===== config.mk =====
export PLATFORM = sky130hd
export DESIGN_NAME = xmodem_receiver_flash_writer_core
export DESIGN_NICKNAME = d
export VERILOG_FILES = /design/src/rtl/core/xrfw_pkg.sv /design/src/rtl/core/xrfw_ram.sv /design/src/rtl/core/xrfw_fifo.sv /design/src/rtl/core/xrfw_front.sv /design/src/rtl/core/xrfw_back.sv /design/src/rtl/core/xmodem_receiver_flash_writer_core.sv
export SDC_FILE = /design/constraint.sdc
export NUM_CORES = 2
export LEC_CHECK = 0
export ABC_AREA = 1
export BUFFER_PORTS_ARGS = -buffer_cell sky130_fd_sc_hd__buf_2
export CAP_MARGIN = 10
export CORE_MARGIN = 1.5
export CORE_UTILIZATION = 43
export CTS_BUF_LIST = sky130_fd_sc_hd__clkbuf_8
export CTS_CLUSTER_SIZE = 20
export DETAILED_ROUTE_END_ITERATION = 10
export PLACE_DENSITY = 0.55
export SYNTH_ARGS = -nofsm -noshare
export SYNTH_HDL_FRONTEND = slang
export SYNTH_HIERARCHICAL = 1
export SYNTH_SLANG_ARGS = --single-unit

===== constraint.sdc =====
create_clock -name aclk -period 7.05 [get_ports aclk]
set_input_delay 0.705 -clock aclk [delete_from_list [all_inputs] [get_ports aclk]]
set_output_delay 0.705 -clock aclk [all_outputs]
set_load 0.005 [all_outputs]

===== src/rtl/core/xrfw_pkg.sv =====
`timescale 1ns / 1ps
`default_nettype none
// ----------------------------------------------------------------------------
// xrfw_pkg
// Shared types and constants of the XMODEM receiver and flash writer core.
// ----------------------------------------------------------------------------
package xrfw_pkg;

    // Input operations (s_tuser)
    localparam logic [1:0] OP_START = 2'd0;
    localparam logic [1:0] OP_BYTE  = 2'd1;
    localparam logic [1:0] OP_TICK  = 2'd2;

    // Result kinds (m_tuser)
    localparam logic [1:0] KIND_TX     = 2'd0;
    localparam logic [1:0] KIND_FLASH  = 2'd1;
    localparam logic [1:0] KIND_STATUS = 2'd2;

    // Final status codes
    localparam logic [1:0] ST_DONE     = 2'd0;
    localparam logic [1:0] ST_NO_START = 2'd1;
    localparam logic [1:0] ST_TIMEOUT  = 2'd2;

    // Configuration register indexes
    localparam logic [1:0] REG_START_ADDR  = 2'd0;
    localparam logic [1:0] REG_NAK_RETRIES = 2'd1;
    localparam logic [1:0] REG_START_WAIT  = 2'd2;
    localparam logic [1:0] REG_PACKET_WAIT = 2'd3;

    // Protocol characters
    localparam logic [7:0] CH_SOH = 8'h01;
    localparam logic [7:0] CH_EOT = 8'h04;
    localparam logic [7:0] CH_ACK = 8'h06;
    localparam logic [7:0] CH_NAK = 8'h15;

    localparam int HDR_LEN       = 3;
    localparam int DATA_LEN      = 128;
    localparam int PACKET_LEN    = HDR_LEN + DATA_LEN + 1;
    localparam int WORDS_PER_PKT = DATA_LEN / 4;
    localparam int WORD_IDX_W    = $clog2(WORDS_PER_PKT);
    localparam int RAM_AW        = WORD_IDX_W + 1;
    localparam int RAM_DEPTH     = 2 * WORDS_PER_PKT;

    // Reset values of the configuration registers
    localparam logic [3:0]  RST_NAK_RETRIES = 4'd10;
    localparam logic [15:0] RST_START_WAIT  = 16'd3000;
    localparam logic [15:0] RST_PACKET_WAIT = 16'd1000;

    // At most one command per input word: everything the back end must emit for it.
    typedef struct packed {
        logic                  flush;
        logic                  bank;
        logic [31:0]           addr;
        logic [WORD_IDX_W:0]   nwords;
        logic [1:0]            tx_cnt;
        logic [7:0]            tx_byte;
        logic                  has_status;
        logic [1:0]            status;
    } cmd_t;

    typedef struct packed {
        logic [1:0]  kind;
        logic [7:0]  tx_byte;
        logic [31:0] addr;
        logic [31:0] word;
        logic [1:0]  status;
        logic        last;
    } res_t;

    typedef struct packed {
        logic valid;
        logic bank;
    } done_t;

    typedef struct packed {
        logic              en;
        logic [RAM_AW-1:0] addr;
        logic [31:0]       data;
    } ram_wr_t;

endpackage
`default_nettype wire


===== src/rtl/core/xrfw_ram.sv =====
`timescale 1ns / 1ps
`default_nettype none
// ----------------------------------------------------------------------------
// xrfw_ram
// Simple dual-port RAM, one write and one registered read port.
// ----------------------------------------------------------------------------
module xrfw_ram #(
    parameter int WIDTH = 32,
    parameter int DEPTH = 64
) (
    input  wire logic                     aclk,
    input  wire logic                     wr_en,
    input  wire logic [$clog2(DEPTH)-1:0] wr_addr,
    input  wire logic [WIDTH-1:0]         wr_data,
    input  wire logic                     rd_en,
    input  wire logic [$clog2(DEPTH)-1:0] rd_addr,
    output logic      [WIDTH-1:0]         rd_data
);

    logic [WIDTH-1:0] mem [DEPTH];
    logic [WIDTH-1:0] rd_data_reg;

    always_ff @(posedge aclk) begin
        if (wr_en) begin
            mem[wr_addr] <= wr_data;
        end
        if (rd_en) begin
            rd_data_reg <= mem[rd_addr];
        end
    end

    assign rd_data = rd_data_reg;

endmodule
`default_nettype wire


===== src/rtl/core/xrfw_fifo.sv =====
`timescale 1ns / 1ps
`default_nettype none
// ----------------------------------------------------------------------------
// xrfw_fifo
// Short command queue between the protocol front end and the result back end.
// ----------------------------------------------------------------------------
module xrfw_fifo #(
    parameter int WIDTH = 8,
    parameter int DEPTH = 4
) (
    input  wire logic             aclk,
    input  wire logic             aresetn,
    input  wire logic             push,
    input  wire logic [WIDTH-1:0] push_data,
    input  wire logic             pop,
    output logic      [WIDTH-1:0] head,
    output logic                  full,
    output logic                  empty
);

    localparam int PW = (DEPTH > 1) ? $clog2(DEPTH) : 1;
    localparam int CW = $clog2(DEPTH + 1);

    logic [WIDTH-1:0] slot_reg [DEPTH];
    logic [PW-1:0]    wr_ptr_reg, wr_ptr_next;
    logic [PW-1:0]    rd_ptr_reg, rd_ptr_next;
    logic [CW-1:0]    count_reg, count_next;

    assign full  = (count_reg == CW'(DEPTH));
    assign empty = (count_reg == '0);
    assign head  = slot_reg[rd_ptr_reg];

    always_comb begin
        wr_ptr_next = wr_ptr_reg;
        rd_ptr_next = rd_ptr_reg;
        count_next  = count_reg;
        if (push) begin
            wr_ptr_next = (wr_ptr_reg == PW'(DEPTH - 1)) ? '0 : wr_ptr_reg + PW'(1);
        end
        if (pop) begin
            rd_ptr_next = (rd_ptr_reg == PW'(DEPTH - 1)) ? '0 : rd_ptr_reg + PW'(1);
        end
        if (push && !pop) begin
            count_next = count_reg + CW'(1);
        end else if (pop && !push) begin
            count_next = count_reg - CW'(1);
        end
    end

    always_ff @(posedge aclk) begin
        if (!aresetn) begin
            wr_ptr_reg <= '0;
            rd_ptr_reg <= '0;
            count_reg  <= '0;
        end else begin
            wr_ptr_reg <= wr_ptr_next;
            rd_ptr_reg <= rd_ptr_next;
            count_reg  <= count_next;
        end
    end

    always_ff @(posedge aclk) begin
        if (push) begin
            slot_reg[wr_ptr_reg] <= push_data;
        end
    end

endmodule
`default_nettype wire


===== src/rtl/core/xrfw_front.sv =====
`timescale 1ns / 1ps
`default_nettype none
// ----------------------------------------------------------------------------
// xrfw_front
// Protocol front end: accepts input words, runs the XMODEM receive state
// machine, stores packet data into the buffer RAM and queues at most one
// command per input word for the back end.
// ----------------------------------------------------------------------------
module xrfw_front #(
    parameter int TIMER_BITS = 16
) (
    input  wire logic               aclk,
    input  wire logic               aresetn,
    input  wire logic               s_tvalid,
    output logic                    s_tready,
    input  wire logic [1:0]         s_tuser,
    input  wire logic [7:0]         s_tdata,
    input  wire logic               cfg_wr_en,
    input  wire logic [1:0]         cfg_index,
    input  wire logic [31:0]        cfg_data,
    input  wire logic               fifo_full,
    input  wire xrfw_pkg::done_t    done,
    output logic                    push,
    output xrfw_pkg::cmd_t          cmd,
    output xrfw_pkg::ram_wr_t       ram_wr
);

    import xrfw_pkg::*;

    typedef enum logic [3:0] {
        PH_IDLE   = 4'b0001,
        PH_START  = 4'b0010,
        PH_GATHER = 4'b0100,
        PH_FOLLOW = 4'b1000
    } phase_t;

    phase_t                phase_reg, phase_next;
    logic [3:0]            tries_reg, tries_next;
    logic [TIMER_BITS-1:0] ticks_reg, ticks_next;
    logic [7:0]            cnt_reg, cnt_next;
    logic [7:0]            block_reg, block_next;
    logic [31:0]           waddr_reg, waddr_next;
    logic [7:0]            hdr0_reg, hdr0_next;
    logic [7:0]            hdr1_reg, hdr1_next;
    logic [7:0]            hdr2_reg, hdr2_next;
    logic [23:0]           lane_reg, lane_next;
    logic                  bank_reg, bank_next;
    logic [1:0]            busy_reg, busy_next;

    logic [31:0]           start_addr_reg;
    logic [3:0]            nak_retries_reg;
    logic [15:0]           start_wait_reg;
    logic [15:0]           packet_wait_reg;

    logic                  accept;
    logic                  do_judge;
    logic                  judge_full;
    logic                  good;
    logic [7:0]            data_cnt;
    logic [7:0]            k;
    logic [WORD_IDX_W:0]   nwords_part;

    function automatic logic [TIMER_BITS-1:0] timer_load(input logic [15:0] v);
        logic [32:0] ext;
        begin
            ext = 33'(v);
            if ((ext >> TIMER_BITS) != 33'd0) begin
                timer_load = '1;
            end else begin
                timer_load = ext[TIMER_BITS-1:0];
            end
        end
    endfunction

    assign s_tready = !fifo_full && !busy_reg[bank_reg];
    assign accept   = s_tvalid && s_tready;

    assign good = (hdr0_reg == CH_SOH) && (hdr1_reg == block_reg) && (hdr2_reg == ~block_reg);
    assign k    = cnt_reg - 8'(HDR_LEN);
    assign data_cnt = (cnt_reg > 8'(HDR_LEN)) ? k : 8'd0;
    assign nwords_part = (WORD_IDX_W + 1)'((9'(data_cnt) + 9'd3) >> 2);

    always_comb begin
        phase_next = phase_reg;
        tries_next = tries_reg;
        ticks_next = ticks_reg;
        cnt_next   = cnt_reg;
        block_next = block_reg;
        waddr_next = waddr_reg;
        hdr0_next  = hdr0_reg;
        hdr1_next  = hdr1_reg;
        hdr2_next  = hdr2_reg;
        lane_next  = lane_reg;
        bank_next  = bank_reg;
        cmd        = '0;
        ram_wr     = '0;
        do_judge   = 1'b0;
        judge_full = 1'b0;

        if (accept) begin
            case (s_tuser)
                OP_START: begin
                    cnt_next   = '0;
                    hdr0_next  = '0;
                    hdr1_next  = '0;
                    hdr2_next  = '0;
                    block_next = 8'd1;
                    waddr_next = start_addr_reg;
                    if (nak_retries_reg == '0) begin
                        tries_next     = '0;
                        cmd.has_status = 1'b1;
                        cmd.status     = ST_NO_START;
                        phase_next     = PH_IDLE;
                    end else begin
                        tries_next  = nak_retries_reg - 4'd1;
                        ticks_next  = timer_load(start_wait_reg);
                        phase_next  = PH_START;
                        cmd.tx_cnt  = 2'd1;
                        cmd.tx_byte = CH_NAK;
                    end
                end
                OP_BYTE: begin
                    case (phase_reg)
                        PH_START, PH_FOLLOW: begin
                            if (phase_reg == PH_FOLLOW && s_tdata == CH_EOT) begin
                                cmd.tx_cnt     = 2'd2;
                                cmd.tx_byte    = CH_ACK;
                                cmd.has_status = 1'b1;
                                cmd.status     = ST_DONE;
                                phase_next     = PH_IDLE;
                            end else if (phase_reg == PH_FOLLOW || s_tdata == CH_SOH) begin
                                // The byte opens a new packet.
                                cnt_next   = 8'd1;
                                hdr0_next  = s_tdata;
                                hdr1_next  = '0;
                                hdr2_next  = '0;
                                ticks_next = timer_load(packet_wait_reg);
                                phase_next = PH_GATHER;
                            end
                        end
                        PH_GATHER: begin
                            if (cnt_reg == 8'd1) begin
                                hdr1_next = s_tdata;
                            end else if (cnt_reg == 8'd2) begin
                                hdr2_next = s_tdata;
                            end else if (cnt_reg < 8'(HDR_LEN + DATA_LEN)) begin
                                case (k[1:0])
                                    2'd0: lane_next = {16'd0, s_tdata};
                                    2'd1: lane_next[15:8] = s_tdata;
                                    2'd2: lane_next[23:16] = s_tdata;
                                    default: begin
                                        ram_wr.en   = 1'b1;
                                        ram_wr.addr = {bank_reg, k[WORD_IDX_W+1:2]};
                                        ram_wr.data = {s_tdata, lane_reg};
                                    end
                                endcase
                            end
                            cnt_next = cnt_reg + 8'd1;
                            if (cnt_reg == 8'(PACKET_LEN - 1)) begin
                                do_judge   = 1'b1;
                                judge_full = 1'b1;
                                phase_next = PH_FOLLOW;
                            end
                        end
                        default: ;
                    endcase
                end
                OP_TICK: begin
                    if (phase_reg != PH_IDLE) begin
                        if (ticks_reg <= TIMER_BITS'(1)) begin
                            ticks_next = '0;
                            case (phase_reg)
                                PH_START: begin
                                    if (tries_reg != '0) begin
                                        tries_next  = tries_reg - 4'd1;
                                        ticks_next  = timer_load(start_wait_reg);
                                        cmd.tx_cnt  = 2'd1;
                                        cmd.tx_byte = CH_NAK;
                                    end else begin
                                        cmd.has_status = 1'b1;
                                        cmd.status     = ST_NO_START;
                                        phase_next     = PH_IDLE;
                                    end
                                end
                                PH_GATHER: begin
                                    do_judge       = 1'b1;
                                    cmd.has_status = 1'b1;
                                    cmd.status     = ST_TIMEOUT;
                                    phase_next     = PH_IDLE;
                                end
                                default: begin
                                    cmd.has_status = 1'b1;
                                    cmd.status     = ST_TIMEOUT;
                                    phase_next     = PH_IDLE;
                                end
                            endcase
                        end else begin
                            ticks_next = ticks_reg - TIMER_BITS'(1);
                        end
                    end
                end
                default: ;
            endcase

            if (do_judge) begin
                if (good) begin
                    cmd.flush   = 1'b1;
                    cmd.bank    = bank_reg;
                    cmd.addr    = waddr_reg;
                    cmd.nwords  = judge_full ? (WORD_IDX_W + 1)'(WORDS_PER_PKT) : nwords_part;
                    cmd.tx_cnt  = 2'd1;
                    cmd.tx_byte = CH_ACK;
                    waddr_next  = waddr_reg + 32'(DATA_LEN);
                    block_next  = block_reg + 8'd1;
                    bank_next   = ~bank_reg;
                    // A packet cut short leaves a partly filled word behind.
                    if (!judge_full && data_cnt[1:0] != 2'd0) begin
                        ram_wr.en   = 1'b1;
                        ram_wr.addr = {bank_reg, data_cnt[WORD_IDX_W+1:2]};
                        ram_wr.data = {8'd0, lane_reg};
                    end
                end else begin
                    cmd.tx_cnt  = 2'd1;
                    cmd.tx_byte = CH_NAK;
                end
                cnt_next  = '0;
                hdr0_next = '0;
                hdr1_next = '0;
                hdr2_next = '0;
            end
        end
    end

    assign push = cmd.flush || (cmd.tx_cnt != 2'd0) || cmd.has_status;

    always_comb begin
        busy_next = busy_reg;
        if (done.valid) begin
            busy_next[done.bank] = 1'b0;
        end
        if (push && cmd.flush) begin
            busy_next[bank_reg] = 1'b1;
        end
    end

    always_ff @(posedge aclk) begin
        if (!aresetn) begin
            phase_reg <= PH_IDLE;
            tries_reg <= '0;
            ticks_reg <= '0;
            cnt_reg   <= '0;
            block_reg <= 8'd1;
            waddr_reg <= '0;
            hdr0_reg  <= '0;
            hdr1_reg  <= '0;
            hdr2_reg  <= '0;
            bank_reg  <= 1'b0;
            busy_reg  <= '0;
        end else begin
            phase_reg <= phase_next;
            tries_reg <= tries_next;
            ticks_reg <= ticks_next;
            cnt_reg   <= cnt_next;
            block_reg <= block_next;
            waddr_reg <= waddr_next;
            hdr0_reg  <= hdr0_next;
            hdr1_reg  <= hdr1_next;
            hdr2_reg  <= hdr2_next;
            bank_reg  <= bank_next;
            busy_reg  <= busy_next;
        end
    end

    always_ff @(posedge aclk) begin
        lane_reg <= lane_next;
    end

    always_ff @(posedge aclk) begin
        if (!aresetn) begin
            start_addr_reg  <= '0;
            nak_retries_reg <= RST_NAK_RETRIES;
            start_wait_reg  <= RST_START_WAIT;
            packet_wait_reg <= RST_PACKET_WAIT;
        end else if (cfg_wr_en) begin
            case (cfg_index)
                REG_START_ADDR:  start_addr_reg  <= cfg_data;
                REG_NAK_RETRIES: nak_retries_reg <= cfg_data[3:0];
                REG_START_WAIT:  start_wait_reg  <= cfg_data[15:0];
                REG_PACKET_WAIT: packet_wait_reg <= cfg_data[15:0];
                default: ;
            endcase
        end
    end

endmodule
`default_nettype wire


===== src/rtl/core/xrfw_back.sv =====
`timescale 1ns / 1ps
`default_nettype none
// ----------------------------------------------------------------------------
// xrfw_back
// Result back end: takes commands from the queue and emits the flash word
// writes, transmit bytes and final status through a registered output.
// ----------------------------------------------------------------------------
module xrfw_back (
    input  wire logic                            aclk,
    input  wire logic                            aresetn,
    input  wire xrfw_pkg::cmd_t                  head,
    input  wire logic                            fifo_empty,
    output logic                                 pop,
    output logic                                 ram_rd_en,
    output logic      [xrfw_pkg::RAM_AW-1:0]     ram_rd_addr,
    input  wire logic [31:0]                     ram_rd_data,
    output xrfw_pkg::done_t                      done,
    output logic                                 m_tvalid,
    input  wire logic                            m_tready,
    output xrfw_pkg::res_t                       res
);

    import xrfw_pkg::*;

    typedef enum logic [4:0] {
        BK_IDLE   = 5'b00001,
        BK_FL_RD  = 5'b00010,
        BK_FL_OUT = 5'b00100,
        BK_TX     = 5'b01000,
        BK_STAT   = 5'b10000
    } bstate_t;

    bstate_t               state_reg, state_next;
    cmd_t                  cmd_reg, cmd_next;
    logic [WORD_IDX_W-1:0] idx_reg, idx_next;
    logic [1:0]            txl_reg, txl_next;
    res_t                  res_reg, res_next;
    logic                  valid_reg, valid_next;
    logic                  out_free;
    logic                  load;
    bstate_t               after_flush;

    assign out_free = !valid_reg || m_tready;
    assign after_flush = (cmd_reg.tx_cnt != 2'd0) ? BK_TX :
                         (cmd_reg.has_status ? BK_STAT : BK_IDLE);

    always_comb begin
        state_next  = state_reg;
        cmd_next    = cmd_reg;
        idx_next    = idx_reg;
        txl_next    = txl_reg;
        res_next    = res_reg;
        pop         = 1'b0;
        ram_rd_en   = 1'b0;
        ram_rd_addr = {cmd_reg.bank, idx_reg};
        done        = '0;
        load        = 1'b0;

        case (state_reg)
            BK_IDLE: begin
                if (!fifo_empty) begin
                    pop      = 1'b1;
                    cmd_next = head;
                    idx_next = '0;
                    txl_next = head.tx_cnt;
                    if (head.flush) begin
                        state_next = BK_FL_RD;
                    end else if (head.tx_cnt != 2'd0) begin
                        state_next = BK_TX;
                    end else begin
                        state_next = BK_STAT;
                    end
                end
            end
            BK_FL_RD: begin
                ram_rd_en  = 1'b1;
                state_next = BK_FL_OUT;
            end
            BK_FL_OUT: begin
                if (out_free) begin
                    load             = 1'b1;
                    res_next         = '0;
                    res_next.kind    = KIND_FLASH;
                    res_next.addr    = cmd_reg.addr + 32'({idx_reg, 2'b00});
                    // Words past the received data of a short packet read as zero.
                    res_next.word    = ({1'b0, idx_reg} < cmd_reg.nwords) ? ram_rd_data : 32'd0;
                    res_next.last    = (idx_reg == '1) && (cmd_reg.tx_cnt == 2'd0) &&
                                       !cmd_reg.has_status;
                    if (idx_reg == '1) begin
                        done.valid = 1'b1;
                        done.bank  = cmd_reg.bank;
                        state_next = after_flush;
                    end else begin
                        idx_next   = idx_reg + WORD_IDX_W'(1);
                        state_next = BK_FL_RD;
                    end
                end
            end
            BK_TX: begin
                if (out_free) begin
                    load             = 1'b1;
                    res_next         = '0;
                    res_next.kind    = KIND_TX;
                    res_next.tx_byte = cmd_reg.tx_byte;
                    res_next.last    = (txl_reg == 2'd1) && !cmd_reg.has_status;
                    txl_next         = txl_reg - 2'd1;
                    if (txl_reg == 2'd1) begin
                        state_next = cmd_reg.has_status ? BK_STAT : BK_IDLE;
                    end
                end
            end
            BK_STAT: begin
                if (out_free) begin
                    load            = 1'b1;
                    res_next        = '0;
                    res_next.kind   = KIND_STATUS;
                    res_next.status = cmd_reg.status;
                    res_next.last   = 1'b1;
                    state_next      = BK_IDLE;
                end
            end
            default: state_next = BK_IDLE;
        endcase
    end

    always_comb begin
        if (load) begin
            valid_next = 1'b1;
        end else if (m_tready) begin
            valid_next = 1'b0;
        end else begin
            valid_next = valid_reg;
        end
    end

    always_ff @(posedge aclk) begin
        if (!aresetn) begin
            state_reg <= BK_IDLE;
            valid_reg <= 1'b0;
            idx_reg   <= '0;
            txl_reg   <= '0;
        end else begin
            state_reg <= state_next;
            valid_reg <= valid_next;
            idx_reg   <= idx_next;
            txl_reg   <= txl_next;
        end
    end

    always_ff @(posedge aclk) begin
        cmd_reg <= cmd_next;
        res_reg <= res_next;
    end

    assign m_tvalid = valid_reg;
    assign res      = res_reg;

endmodule
`default_nettype wire


===== src/rtl/core/xmodem_receiver_flash_writer_core.sv =====
`timescale 1ns / 1ps
`default_nettype none
// ----------------------------------------------------------------------------
// xmodem_receiver_flash_writer_core
// XMODEM receiver (128-byte packets) that turns good packets into 32-bit
// flash word writes and answers with ACK, NAK and a final status.
// ----------------------------------------------------------------------------
// Input words are taken one per cycle while the command queue has room and
// the packet buffer bank being filled is not still being read out.
// A transmit byte or status passes the command queue, the back end's command
// register and the output register; a flash word write also passes a RAM read.
// A good packet drains as 32 word writes (RAM read, then output register), then ACK.
// Reset is synchronous, active low, and clears all control state; the packet
// buffer RAM is not cleared, a per-packet word count masks stale entries.
// ----------------------------------------------------------------------------
module xmodem_receiver_flash_writer_core #(
    parameter int TIMER_BITS  = 16,
    parameter int QUEUE_DEPTH = 4
) (
    input  wire logic        aclk,
    input  wire logic        aresetn,
    input  wire logic        s_tvalid,
    output logic             s_tready,
    input  wire logic [7:0]  s_tdata,   // [7:0] rx_byte
    input  wire logic [1:0]  s_tuser,   // [1:0] op
    output logic             m_tvalid,
    input  wire logic        m_tready,
    output logic [79:0]      m_tdata,   // [7:0] tx_byte, [39:8] flash_address,
                                        // [71:40] flash_word, [73:72] status
    output logic [1:0]       m_tuser,   // [1:0] kind
    output logic             m_tlast,
    input  wire logic        cfg_wr_en,
    input  wire logic [1:0]  cfg_index,
    input  wire logic [31:0] cfg_data
);

    import xrfw_pkg::*;

    localparam int CMD_W = $bits(cmd_t);

    cmd_t              front_cmd;
    cmd_t              head_cmd;
    logic              push;
    logic              pop;
    logic              fifo_full;
    logic              fifo_empty;
    logic [CMD_W-1:0]  head_bits;
    done_t             done;
    ram_wr_t           ram_wr;
    logic              ram_rd_en;
    logic [RAM_AW-1:0] ram_rd_addr;
    logic [31:0]       ram_rd_data;
    res_t              res;

    xrfw_front #(
        .TIMER_BITS (TIMER_BITS)
    ) u_front (
        .aclk      (aclk),
        .aresetn   (aresetn),
        .s_tvalid  (s_tvalid),
        .s_tready  (s_tready),
        .s_tuser   (s_tuser),
        .s_tdata   (s_tdata),
        .cfg_wr_en (cfg_wr_en),
        .cfg_index (cfg_index),
        .cfg_data  (cfg_data),
        .fifo_full (fifo_full),
        .done      (done),
        .push      (push),
        .cmd       (front_cmd),
        .ram_wr    (ram_wr)
    );

    xrfw_fifo #(
        .WIDTH (CMD_W),
        .DEPTH (QUEUE_DEPTH)
    ) u_queue (
        .aclk      (aclk),
        .aresetn   (aresetn),
        .push      (push),
        .push_data (front_cmd),
        .pop       (pop),
        .head      (head_bits),
        .full      (fifo_full),
        .empty     (fifo_empty)
    );

    assign head_cmd = cmd_t'(head_bits);

    xrfw_ram #(
        .WIDTH (32),
        .DEPTH (RAM_DEPTH)
    ) u_buf (
        .aclk    (aclk),
        .wr_en   (ram_wr.en),
        .wr_addr (ram_wr.addr),
        .wr_data (ram_wr.data),
        .rd_en   (ram_rd_en),
        .rd_addr (ram_rd_addr),
        .rd_data (ram_rd_data)
    );

    xrfw_back u_back (
        .aclk        (aclk),
        .aresetn     (aresetn),
        .head        (head_cmd),
        .fifo_empty  (fifo_empty),
        .pop         (pop),
        .ram_rd_en   (ram_rd_en),
        .ram_rd_addr (ram_rd_addr),
        .ram_rd_data (ram_rd_data),
        .done        (done),
        .m_tvalid    (m_tvalid),
        .m_tready    (m_tready),
        .res         (res)
    );

    assign m_tdata = {6'd0, res.status, res.word, res.addr, res.tx_byte};
    assign m_tuser = res.kind;
    assign m_tlast = res.last;

endmodule
`default_nettype wire


# Yosys cells after proc, flatten, opt, wreduce, memory -nomap -nowiden
# Memory sizes are Yosys's and may differ from the RTL's. A register that Yosys moved wholly into a read port is not among the register bits.
# Cells that the tools add are included.
# Widths: inputs -> output; s select.
totals:
  regBits: 340
  latch_bits: 0
  mem_bits_rw: 2260
  mem_bits_ro: 0
  inputBits: 49
  out_inout_bits: 85
  word_cells: 337
  memories: 2
memory_table:
  columns: ["name", "depth", "word_bits", "read_ports", "rd_clocked_by_memory_dff", "wr", "line", "source"]
  rows:
  - ["u_buf.mem", 64, 32, 1, 1, 1, "xrfw_ram.sv:20", "logic [WIDTH-1:0] mem [DEPTH];"]
  - ["u_queue.slot_reg", 4, 53, 1, 1, 1, "xrfw_fifo.sv:24", "logic [WIDTH-1:0] slot_reg [DEPTH];"]
classes:
  add_sub_neg: 15
  multipliers: 0
  div: 0
  order_cmp: 8
  eq_ne: 56
  shifts: 0
  n_mux: 141
  n_bitwise: 8
  reduce_logical: 69
op_table:
  columns: ["op", "count"]
  rows:
  - ["$mux 39", 10]
  - ["$mux 77", 3]
  - ["$pmux 77 s3", 1]
  - ["$mux 8", 18]
  - ["$pmux 8 s2", 9]
  - ["$mux 16", 8]
  - ["$mux 32", 4]
  - ["$mux 5", 14]
  - ["$mux 53", 1]
  - ["$mux 13", 4]
  - ["$mux 50", 1]
  - ["$mux 4", 12]
  - ["$pmux 16 s3", 1]
  - ["$mux 40", 1]
  - ["$pmux 13 s3", 1]
  - ["$reduce_and 7->1", 5]
  - ["$add 32x7->32", 1]
  - ["$add 32x8->32 const B", 1]
  - ["$mux 9", 3]
  - ["$pmux 5 s5", 1]
  - ["$eq 8x1->1 const B", 3]
  - ["$mux 2", 12]
  - ["$mux 1", 23]
  - ["$reduce_bool 2->1", 11]
  - ["other kinds (68)", 149]

# Longest topological paths before layout
depth:
  ltp_word: 17
  depth_mapped: 21

# Modules after synthesis
# Netlist, hierarchy kept.
modules_own_cells:
  columns: ["module", "n_inst", "cells_each", "area_per_inst_um2"]
  rows:
  - ["xrfw_ram", 1, 6785, 83106.0]
  - ["xrfw_front", 1, 1773, 11436.0]
  - ["xrfw_fifo", 1, 572, 8493.1]
  - ["xrfw_back", 1, 641, 6512.5]
  - ["xmodem_receiver_flash_writer_core", 1, 7, 48.8]

# Worst setup path after synthesis
# No wires, ideal clock.
synth_timing:
  path_type: "input to register"
  startpoint: "input s_tuser[1]"
  endpoint: "memory u_buf.mem[55][0], enable pin"
  arrival_ns: 4.891
  path_slack_ns: 1.698
  path_stages: 16
  n_path_buf: 2
  path_cell_list: "inv_1 ha_1 buf_2 inv_1 nor2_2 nand2_1 nand2_2 nand3_4 nor2_4 nand3_2 buf_6 a21oi_2 inv_1 nor3_1 inv_1 nor3_1"
synth_rtl:
  columns: ["item", "line", "source"]
  rows:
  - ["start: declaration", "xmodem_receiver_flash_writer_core.sv:25", "input wire logic [1:0] s_tuser,"]
  - ["end: declaration", "xrfw_ram.sv:20", null]

==> impl_results.html <==
<table>
<tr><th>Metric</th><th>Value</th></tr>
<tr><th colspan="2">Status</th></tr>
<tr><td>Run status</td><td>complete, no violations</td></tr>
<tr><th colspan="2">Logic synthesis</th></tr>
<tr><td>Portion of netlist area occupied by mux cells</td><td>0</td></tr>
<tr><td>Fraction of synthesis flops using an asynchronous set or reset pin</td><td>0</td></tr>
<tr><td>Share of the synthesized area in compound gates (AO/OA/AOI/OAI)</td><td>0.02762</td></tr>
<tr><td>Most repeated cell in the gate-level netlist after synthesis</td><td>nand2_1</td></tr>
<tr><td>Yosys top cell by area</td><td>edfxtp_1</td></tr>
<tr><td>Distinct cell type count after synthesis</td><td>56</td></tr>
<tr><td>Dominant combinational cell family by area after synthesis</td><td>simple AND/OR/NAND/NOR gates</td></tr>
<tr><td>Synth Register Bits</td><td>2634</td></tr>
<tr><td>Fraction of post-synthesis cell area in the top cell type by area</td><td>0.6699</td></tr>
<tr><td>Post-synthesis xor/xnor area fraction</td><td>0.003836</td></tr>
<tr><td>Most used flip-flop cell after synthesis</td><td>edfxtp_1</td></tr>
<tr><td>Most used standard cells in the synthesized netlist</td><td>nand2_1 (2765), edfxtp_1 (2445), nand3_1 (2092), nor2_1 (556), inv_1 (360)</td></tr>
<tr><td>Post-synthesis share of cell area spent on full adders, half adders and majority gates</td><td>0.004133</td></tr>
<tr><td>Area share of and/or/nand/nor cells after synthesis</td><td>0.2194</td></tr>
<tr><td>Cell count after synthesis</td><td>9778</td></tr>
<tr><td>Share of synthesized area occupied by flip-flops and latches</td><td>0.7044</td></tr>
<tr><td>Cell area after synthesis</td><td>109600 um2</td></tr>
<tr><td>Average footprint of a synthesized cell</td><td>11.21 um2</td></tr>
<tr><td>Post-synth EDFFs</td><td>2445</td></tr>
<tr><td>Yosys warns</td><td>6</td></tr>
<tr><td>Most area-consuming cells after synthesis</td><td>edfxtp_1 (67%), nand3_1 (9.6%), nand2_1 (9.5%)</td></tr>
<tr><th colspan="2">Global route</th></tr>
<tr><td>Initial antenna violation count</td><td>30</td></tr>
<tr><td>Largest net degree at the start of global routing</td><td>208</td></tr>
<tr><td>Wire length of the first global-routing pass</td><td>480300 um</td></tr>
<tr><td>Via count of the first global-routing pass</td><td>72410</td></tr>
<tr><td>Global routing usage summed across all routing layers</td><td>0.2495</td></tr>
<tr><td>GRT overflow</td><td>0</td></tr>
<tr><th colspan="2">Routing</th></tr>
<tr><td>Routed length per placed instance</td><td>23.85 um</td></tr>
<tr><td>Vias per inst</td><td>5.514</td></tr>
<tr><td>Highest layer used for signal routing</td><td>met5</td></tr>
<tr><td>Routed Antenna Nets</td><td>0</td></tr>
<tr><td>Detail Route met3 WL</td><td>24430 um</td></tr>
<tr><td>DRC Markers</td><td>0</td></tr>
<tr><td>1st-iter DRT viols</td><td>8133</td></tr>
<tr><td>Pre-Repair DR Iteration Count</td><td>8</td></tr>
<tr><td>Via count</td><td>75670</td></tr>
<tr><td>Total length of routed met2 wires</td><td>147500 um</td></tr>
<tr><td>Total routed wire length on the met1 layer</td><td>146700 um</td></tr>
<tr><td>Total Routed Length</td><td>327300 um</td></tr>
<tr><th colspan="2">Placement</th></tr>
<tr><td>HPWL reported at the end of detailed placement</td><td>187600 um</td></tr>
<tr><td>Pre-CTS WS</td><td>1.187 ns</td></tr>
<tr><td>Gp weighted congestion</td><td>0.8868</td></tr>
<tr><td>Port Buffer Count</td><td>127</td></tr>
<tr><td>Instance area after placement</td><td>113700 um2</td></tr>
<tr><th colspan="2">Floorplanning</th></tr>
<tr><td>Number of rows in the core area</td><td>185</td></tr>
<tr><td>Area of the die</td><td>257900 um2</td></tr>
<tr><td>Starting density of the core</td><td>0.4320</td></tr>
<tr><td>Die Height</td><td>507.9 um</td></tr>
<tr><td>Die X-Extent</td><td>507.9 um</td></tr>
<tr><td>Standard cell core area</td><td>253700 um2</td></tr>
<tr><td>IO Pins</td><td>134</td></tr>
<tr><th colspan="2">Setup path</th></tr>
<tr><td>Type of destination of the critical path</td><td>flip-flop</td></tr>
<tr><td>CP arrival</td><td>6.23 ns</td></tr>
<tr><td>Required time of the critical path</td><td>7.82 ns</td></tr>
<tr><td>Register-to-register path setup slack</td><td>1.59 ns</td></tr>
<tr><td>Kind of critical path</td><td>reg2reg</td></tr>
<tr><td>Largest driver fanout on the critical path</td><td>27</td></tr>
<tr><td>Crit start category</td><td>flip-flop</td></tr>
<tr><th colspan="2">Timing</th></tr>
<tr><td>Worst relative slew slack</td><td>0.1731</td></tr>
<tr><td>Final sum of negative setup slack</td><td>0 ns</td></tr>
<tr><td>Time the final worst path needs with I/O delays and setup</td><td>5.460 ns</td></tr>
<tr><td>Hold violation count in the final report</td><td>0</td></tr>
<tr><td>Worst-Margin Slew</td><td>1.240 ns</td></tr>
<tr><td>Total of endpoints with negative setup slack in the final report</td><td>0</td></tr>
<tr><td>Setup repair after global routing missed its margin</td><td>false</td></tr>
<tr><td>Share of the clock period used by the worst path after layout</td><td>0.7745</td></tr>
<tr><td>Setup WS post-layout</td><td>1.590 ns</td></tr>
<tr><td>Maximum clock frequency</td><td>183.1 MHz</td></tr>
<tr><td>Total count of max-transition violations in the final report</td><td>0</td></tr>
<tr><td>Worst Hold Slack</td><td>0.1370 ns</td></tr>
<tr><td>Setup skew after layout</td><td>0.1402 ns</td></tr>
<tr><th colspan="2">Power and ir drop</th></tr>
<tr><td>Post-layout power</td><td>38.20 mW</td></tr>
<tr><td>Logic gate share of total power</td><td>0.205</td></tr>
<tr><td>Net switching power</td><td>12.33 mW</td></tr>
<tr><td>Areal power density over the cells</td><td>312.5 nW/um2</td></tr>
<tr><td>Fraction of power spent switching nets</td><td>0.3228</td></tr>
<tr><td>Maximum vdd ir drop</td><td>0.0001980 V</td></tr>
<tr><td>Leakage Power</td><td>43.00 nW</td></tr>
<tr><td>Cell internal power dissipation</td><td>25.87 mW</td></tr>
<tr><td>Share of power burned in the clock network</td><td>0.328</td></tr>
<tr><td>Sequential fraction of design power</td><td>0.467</td></tr>
<tr><th colspan="2">Finish</th></tr>
<tr><td>Number of inserted filler cells in the final layout</td><td>23100</td></tr>
<tr><td>Final cell area excluding filler cells</td><td>122300 um2</td></tr>
<tr><td>Layout overhead on the synthesized area</td><td>11.55%</td></tr>
<tr><td>Share of layout cells above drive strength 1</td><td>0.1023</td></tr>
<tr><td>Number of flip-flops in the largest register</td><td>2048</td></tr>
<tr><td>Net count of the finished layout</td><td>10080</td></tr>
<tr><th colspan="2">CTS</th></tr>
<tr><td>Level count of the clock H-tree</td><td>5</td></tr>
<tr><td>CTS tree</td><td>done</td></tr>
<tr><td>Post-CTS setup buffer count</td><td>0</td></tr>
<tr><td>Count of clock tree sinks</td><td>2634</td></tr>
<tr><td>Root buffer cell</td><td>clkbuf_8</td></tr>
<tr><td>Clock transition at the registers of the reported paths</td><td>0.06 ns</td></tr>
<tr><td>Number of buffers between clock root and the deepest sink</td><td>4</td></tr>
<tr><td>Number of clock buffers inserted by TritonCTS</td><td>447</td></tr>
<tr><td>Later-pin clock latency in the skew report</td><td>1.16 ns</td></tr>
<tr><th colspan="2">Run</th></tr>
<tr><td>Max-capacitance violation count</td><td>0</td></tr>
<tr><th colspan="2">Min path</th></tr>
<tr><td>Worst min-delay path class</td><td>in2reg</td></tr>
</table>
==> final cells by class <==
cell class,count,area (um2),area share
flip-flops and latches,2634,77220,0.6317
well taps,3366,4212,0.03445
clock buffers,458,6304,0.05156
inverters,372,1444,0.01181
multi-input cells,6192,28680,0.2346
repair buffers,351,2693,0.02203
diodes,13,32.53,0.0002661
clock inverters,336,1660,0.01358
==> cells by family after synthesis <==
| kind of cell | count (synthesis) |
|---|---|
| DFF | 2634 |
| buffers and inverters | 960 |
| adders and majority gates | 35 |
| other | 2 |
| xor gates and xnor gates | 48 |
| AOI/OAI and AO/OA | 519 |
| and+or+nand+nor | 5580 |
==> worst paths after layout <==
check / from / endpoint / depth (start not counted)
worst max-delay path: u_front/ticks_reg[0] / u_buf/mem[5][2] / 15
worst max register to register: u_front/ticks_reg[0] / u_buf/mem[5][2] / 15
worst min register to register: u_front/waddr_reg[1] / u_front/waddr_reg[1] / 2
worst min-delay path: cfg_index[0] / u_front/nak_retries_reg[3] / 5
==> cells in the final DEF, fill, tap and decap left out, types with 66 or more instances in the layout <==
master,n
nor2_4,66
nand3_1,2091
o21ai_0,245
dfxtp_1,183
clkbuf_8,458
inv_1,494
clkinv_1,121
nand2_1,2765
edfxtp_1,2445
nor2_1,495
a21oi_1,124
buf_4,159
buf_2,126
==> through the flow <==
stage          std cells    util
2_1_floorplan       9786       -
3_3_place_gp       12870  0.4482
3_5_place_dp       12870  0.4482
4_1_cts            13700  0.4813
5_1_grt            13720  0.4819
6_report           13720  0.4819
==> routing by layer <==
metal / vias to the layer above / track usage
met5: - / 0
met2: 2881 / 0.3817
li1: 34630 / -
met4: 6 / 0.07356
met1: 37600 / 0.3647
met3: 550 / 0.04240
==> worst max-delay path, stage by stage (launching register included) <==
cell and delay, ns:
dfxtp_1 0.38, inv_1 0.09, ha_1 0.23, nand2_1 0.16, nand2_1 0.11, nand4_1 0.18
nand2_2 0.11, nand3_4 0.31, nor2_4 0.08, nand3_4 0.14, buf_4 0.63, a21oi_2 0.23
inv_1 0.21, nand3_1 0.76, nor2_4 1.05, buf_4 0.43
==> power by group through the flow <==
stage	clock network, mW	logic, mW	registers [mW]
2_1_floorplan	0	5.27	18.0
3_3_place_gp	0	7.68	18.2
3_5_place_dp	0	7.74	18.2
4_1_cts	12.8	7.78	17.8
5_1_grt	13.4	8.63	17.9
6_report	12.5	7.85	17.8
==> repair_timing <==
action                                 in CTS  in global routing
gates resized for setup                     0                  0
hold buffers                               44                  0
endpoints found under the hold margin      93                  0
Power figures use the tool's default switching activity.
